## src/hdl/sem_pkg.sv

```systemverilog
`timescale 1ns / 1ps
package sem_pkg;
  localparam int MaxWidthDefault = 1024;
  localparam int HeightLimit = 4096;
  localparam int CfgIdxW = 1;
  localparam int CfgDataW = 13;
  localparam logic [CfgIdxW-1:0] RegFrameWidth = 1'b0;
  localparam logic [CfgIdxW-1:0] RegFrameHeight = 1'b1;
  localparam logic ReqPixel = 1'b0;
  localparam logic ReqDrain = 1'b1;

  typedef struct packed {
    logic       req_type;
    logic [7:0] pixel_red;
    logic [7:0] pixel_green;
    logic [7:0] pixel_blue;
  } in_beat_t;

  typedef struct packed {
    logic [7:0] edge_red;
    logic [7:0] edge_green;
    logic [7:0] edge_blue;
    logic       frame_last;
  } out_beat_t;

  // controller -> datapath
  typedef struct packed {
    logic load;     // capture input beat, read line buffers
    logic step;     // update window and line buffers, start magnitude
    logic sq_step;  // advance square-root iteration
  } dp_cmd_t;

  typedef struct packed {
    logic sq_done;
  } dp_sts_t;
endpackage

```

## src/hdl/sem_ctrl.sv

```systemverilog
`timescale 1ns / 1ps
module sem_ctrl #(
  parameter int MaxWidth = sem_pkg::MaxWidthDefault
) (
  input  logic              clk_i,
  input  logic              rst_ni,
  input  logic              in_valid_i,
  output logic              in_ready_o,
  input  logic              req_i,
  input  logic [10:0]       cfg_w_i,
  input  logic [12:0]       cfg_h_i,
  output logic              out_valid_o,
  input  logic              out_ready_i,
  output logic              last_o,
  output logic              out_load_o,
  output sem_pkg::dp_cmd_t  cmd_o,
  input  sem_pkg::dp_sts_t  sts_i,
  output logic [$clog2(MaxWidth)-1:0] col_o,
  output logic              use_pix_o,
  output logic              row_ge1_o,
  output logic              row_ge2_o
);
  localparam int AW = $clog2(MaxWidth);
  localparam logic [2:0] SIdle = 3'd0;
  localparam logic [2:0] SStep = 3'd1;
  localparam logic [2:0] SSum  = 3'd2;
  localparam logic [2:0] SRoot = 3'd3;
  localparam logic [2:0] SOut  = 3'd4;

  logic [2:0]  st_q, st_d;
  logic [12:0] col_q;
  logic [13:0] row_q;
  logic [24:0] cnt_q;
  logic [13:0] aw_q;
  logic [13:0] ah_q;
  logic        emit_q, last_q, ovalid_q;
  logic        start;
  logic [13:0] w_eff;
  logic [13:0] h_eff;

  assign start = (col_q == '0) && (row_q == '0) && (cnt_q == '0);
  assign w_eff = (cfg_w_i == '0) ? 14'd1 :
                 ({3'd0, cfg_w_i} > 14'(MaxWidth)) ? 14'(MaxWidth) : {3'd0, cfg_w_i};
  assign h_eff = (cfg_h_i == '0) ? 14'd1 :
                 ({1'b0, cfg_h_i} > 14'(sem_pkg::HeightLimit)) ? 14'(sem_pkg::HeightLimit)
                                                               : {1'b0, cfg_h_i};
  assign in_ready_o = (st_q == SIdle) && !ovalid_q;
  assign col_o = col_q[AW-1:0];
  assign row_ge1_o = row_q >= 14'd1;
  assign row_ge2_o = row_q >= 14'd2;
  assign use_pix_o = (row_q < ah_q) && !req_i;
  assign out_valid_o = ovalid_q;
  assign last_o = last_q;

  logic acc;
  assign acc = in_valid_i && in_ready_o && !(start && req_i);

  always_comb begin
    cmd_o = '0;
    cmd_o.load = acc;
    cmd_o.step = (st_q == SStep);
    cmd_o.sq_step = (st_q == SRoot);
    st_d = st_q;
    out_load_o = 1'b0;
    case (st_q)
      SIdle: if (acc) st_d = SStep;
      SStep: st_d = emit_q ? SSum : SIdle;
      SSum:  st_d = SRoot;
      SRoot: if (sts_i.sq_done) st_d = SOut;
      SOut: begin
        out_load_o = 1'b1;
        st_d = SIdle;
      end
      default: st_d = SIdle;
    endcase
  end

  always_ff @(posedge clk_i or negedge rst_ni) begin
    if (!rst_ni) begin
      st_q <= SIdle;
      col_q <= '0;
      row_q <= '0;
      cnt_q <= '0;
      aw_q <= 14'(MaxWidth);
      ah_q <= 14'd768;
      emit_q <= 1'b0;
      last_q <= 1'b0;
      ovalid_q <= 1'b0;
    end else begin
      st_q <= st_d;
      if (ovalid_q && out_ready_i) ovalid_q <= 1'b0;
      if (out_load_o) ovalid_q <= 1'b1;
      if (acc) begin
        logic [13:0] w;
        w = start ? w_eff : aw_q;
        if (start) begin
          aw_q <= w_eff;
          ah_q <= h_eff;
        end
        emit_q <= (row_q >= 14'd2) || (row_q == 14'd1 && col_q != '0);
        if ({1'b0, col_q} + 14'd1 >= w) begin
          col_q <= '0;
          row_q <= row_q + 14'd1;
        end else col_q <= col_q + 13'd1;
      end
      if (st_q == SStep && emit_q) begin
        if (25'(cnt_q) + 25'd1 >= 25'(aw_q) * 25'(ah_q)) begin
          last_q <= 1'b1;
          cnt_q <= '0;
          col_q <= '0;
          row_q <= '0;
        end else begin
          last_q <= 1'b0;
          cnt_q <= cnt_q + 25'd1;
        end
      end
    end
  end
endmodule

```

## config.mk

```make
export PLATFORM = sky130hd
export DESIGN_NAME = sem_ctrl
export DESIGN_NICKNAME = d
export VERILOG_FILES = /design/src/hdl/sem_pkg.sv /design/src/hdl/sem_ctrl.sv
export SDC_FILE = /design/constraint.sdc
export NUM_CORES = 1
export LEC_CHECK = 0
export BUFFER_PORTS_ARGS = -buffer_cell sky130_fd_sc_hd__buf_2
export CORE_MARGIN = 5
export CORE_UTILIZATION = 45
export DETAILED_ROUTE_END_ITERATION = 7
export PLACE_DENSITY = 0.65
export SYNTH_ARGS = -nofsm -noshare
export SYNTH_HDL_FRONTEND = slang
export SYNTH_SLANG_ARGS = --single-unit
```

## constraint.sdc

```tcl
create_clock -name clk_i -period 9.2 [get_ports clk_i]
set_input_delay 1.84 -clock clk_i [delete_from_list [all_inputs] [get_ports clk_i]]
set_output_delay 1.84 -clock clk_i [all_outputs]
set_load 0.02 [all_outputs]
```

==> results_dict.tcl <==
set metrics [dict create \
    clkTransAtPathRegs_ps 70 \
    critical-path-top-delay-family "adder cells" \
    ys_seq_area_share_pct 17.80 \
    synthTopCellsByArea "fa_1 21%, dfrtp_1 17%, ha_1 15%" \
    grt_antenna_before_repair 0 \
    period_minus_slack_ps 8507 \
    hold_slack_ps 479.9 \
    yosys.area.top_type "fa_1" \
    ys.flop_type "dfrtp_1" \
    tns_ps 0 \
    chipWidth_um 173.1 \
    vias 9170 \
    path_common_cell "fa_1" \
    critical_path_arrival_ps 8800 \
    synthDistinctLibCells 59 \
    max_stage_delay_ps 640 \
    hold_path.startpoint "emit_q" \
    maxCapViolCount 0 \
    area_delta_synth_final_pct 6.208 \
    routedWlPerCell_um 16.79 \
    die_h_um 173.1 \
    worst_pin_slew_ps 1099 \
    clock-sinks 85 \
    synth.net_count 1652 \
    worstSetupStartpointType "flip-flop" \
    finalHoldViolCount 0 \
    ys_seq_elements 85 \
    ctsResizeCount 0 \
    r2r_slack_ps 690 \
    netlist_instances 1349 \
    postPlaceCellArea_sq_um 12400 \
    worstSetupPathType "flip-flop to flip-flop" \
    setup_viol 0 \
    drtIter0Drc 459 \
    grt_pass1_wl_um 47780 \
    finalCritPeriodShare_pct 92.46 \
    gp_congestion 0.8768 \
    clock_tree.root_cell "clkbuf_16" \
    port_buffers 49 \
    diodes 0 \
    cts_tree "yes" \
    syn_avg_cell_area_sq_um 8.873 \
    nNetsFinal 1655 \
    ys.warnings.count 0 \
    finClkSkew_ps 13.31 \
    startpoint "ah_q[4]" \
    drv_slew 0 \
    std_cell_rows 59 \
    synth-edff-count 0 \
    slowest_stage "nor2_1" \
    grt_use_total_pct 19.15 \
    cts_setup_buffers 0 \
    viasPerCell 5.420 \
    insertion_delay_ps 360 \
    wl_um 28400 \
    numCtsBuffers 9 \
    h-tree-depth 3 \
    dp_hpwl_um 22430 \
    power_leakage_nw 6.572 \
    core_area_sq_um 26130 \
    worstSetupEndpointType "flip-flop" \
    clockBufferDepth 2 \
    drive_gt1_share_pct 7.001 \
    drc 0 \
    async_flop_share_pct 100.0 \
    fin_area_sq_um 12710 \
    firstDrtPassIters 6 \
    grt_max_degree 53 \
    relSlewSlack_pct 26.54 \
    syn-cell-area_sq_um 11970 \
    min_path_type "flip-flop to flip-flop" \
    power_w 0.002542 \
    grt_overflow 0 \
    fmax_mhz 117.6 \
    cts_hold_buf 0 \
    die_area_sq_um 29960 \
    reg2reg_from "ah_q[4]" \
    rsz0062_at_grt "false" \
    path_buf_inv 4 \
    irDropWorstVdd_mv 0.1766 \
    start_util_pct 45.81 \
    fin_util_pct 48.65 \
    io_pins 50 \
    required_ps 9490 \
    crit_fanout 19 \
    outcome "finished, final reports clean" \
    synth_top_cell_area_share_pct 21.41 \
    power.density_nw_per_um2 200.0 \
    ant_nets 0 \
    grt_pass1_vias 9257 \
]
==> flip-flops by register name, summed over array words and instances, names as in the netlist <==
register and count:
ah_q 13, row_q 14, st_q 3, last_o 1
out_valid_o 1, aw_q 14, emit_q 1, cnt_q 25
col_q 13
==> worst paths after layout <==
path	cells after the start	to
worst max register to register	27	cnt_q[20]
worst min-delay path	2	emit_q
min in group asynchronous	1	cnt_q[9]
max in group asynchronous	2	aw_q[11]
worst min register to register	2	emit_q
worst max-delay path	27	cnt_q[20]
==> area by class of cell <==
type	instances	area, sq um
clock buffer	11	232.7
clock inverter	5	77.57
fill	2530	13420
inverter	174	653.1
multi-input combinational	1026	8900
sequential	85	2131
tap	335	419.2
timing repair buffer	56	300.3
==> through the flow <==
stage               setup WS, ps  std cells
floorplan                   1723       1349
global placement           995.9       1676
detailed placement         799.6       1676
CTS                        743.3       1692
global route               155.1       1692
finish                     693.3       1692
==> metal layers <==
layer | vias up | global-route usage (%) | routed length (um)
li1 | 4426 | - | -
met1 | 4550 | 26.16 | 13020
met2 | 167 | 32.55 | 13820
met3 | 27 | 2.598 | 1115
met4 | 0 | 4.357 | 442
met5 | - | 0 | 0
==> Yosys cell counts (3+ instances only) <==
master     instances
nor2b_1           20
clkbuf_1          48
xor2_1            32
nor3b_1            5
a21oi_1           48
nand3_1           25
and3_1            20
and4_1             8
a22o_1            10
o21bai_1           4
or2_2              3
a211oi_1           3
o2bb2ai_1          4
ha_1             145
dfrtp_1           82
nor4_1            17
mux2_2            11
xnor2_1           38
a21o_1            29
buf_2              3
or3_1              4
a31oi_1            5
nand2_1          132
fa_1             128
nand4_1           17
mux2i_1           11
nand3b_1           5
and2_1           117
nor4b_1            3
o21ai_0           54
nand2b_1          23
a2111oi_0          4
dfstp_2            3
inv_1            173
buf_4             12
nor3_1            11
nor2_1            65
==> power breakdown <==
group	switching, W	total, W	internal [W]
logic	0.000883	0.00148	0.000597
clock network	0.000156	0.000393	0.000237
registers	0.000224	0.000669	0.000445
total	0.00126	0.00254	0.00128
==> logic make-up (layout without fill, tap and decap cells) <==
| kind of cell | after synthesis | after routing | share of synthesized area [%] |
|---|---|---|---|
| AO/OA/AOI/OAI | 178 | 178 | 9.271 |
| buffers and inverters | 238 | 246 | 7.871 |
| multiplexers | 22 | 22 | 1.955 |
| XOR/XNOR | 70 | 70 | 5.122 |
| AND/OR/NAND/NOR | 482 | 482 | 21.33 |
| adder cells (fa/ha/maj) | 274 | 274 | 36.65 |
| flip-flops | 85 | 85 | 17.80 |
==> worst reg2reg max path, stage by stage (launching register included) <==
cell       delay, ps
dfrtp_1          540
and2_1           270
fa_1             540
inv_1             60
fa_1             530
inv_1             50
fa_1             510
inv_1             60
fa_1             490
inv_1             60
fa_1             500
fa_1             490
ha_1             360
a2111o_1         430
o211ai_1         220
a21boi_0         230
o21ai_0          200
nand2b_1          90
xnor2_1          160
ha_1             270
a21o_1           190
a21o_1           170
a21o_1           180
a2111oi_0        340
a21oi_1          170
or2_2            460
nor2_1           640
a22o_1           260
==> layout by cell type, fill, tap and decap left out, types with 8 or more instances in the layout <==
cell type and instances:
nand4_1 17, fa_1 128, inv_1 173, and3_1 20, mux2i_1 11, nand2b_1 23, buf_4 8, xor2_1 32
nand2_1 132, a21oi_1 48, and4_1 8, nand3_1 25, nor3_1 11, a21o_1 29, buf_2 48, nor2b_1 20
and2_1 117, clkbuf_16 9, o21ai_0 54, xnor2_1 38, a22o_1 10, dfrtp_1 82, nor4_1 17, mux2_2 11
ha_1 145, nor2_1 64
Power figures use the tool's default switching activity.
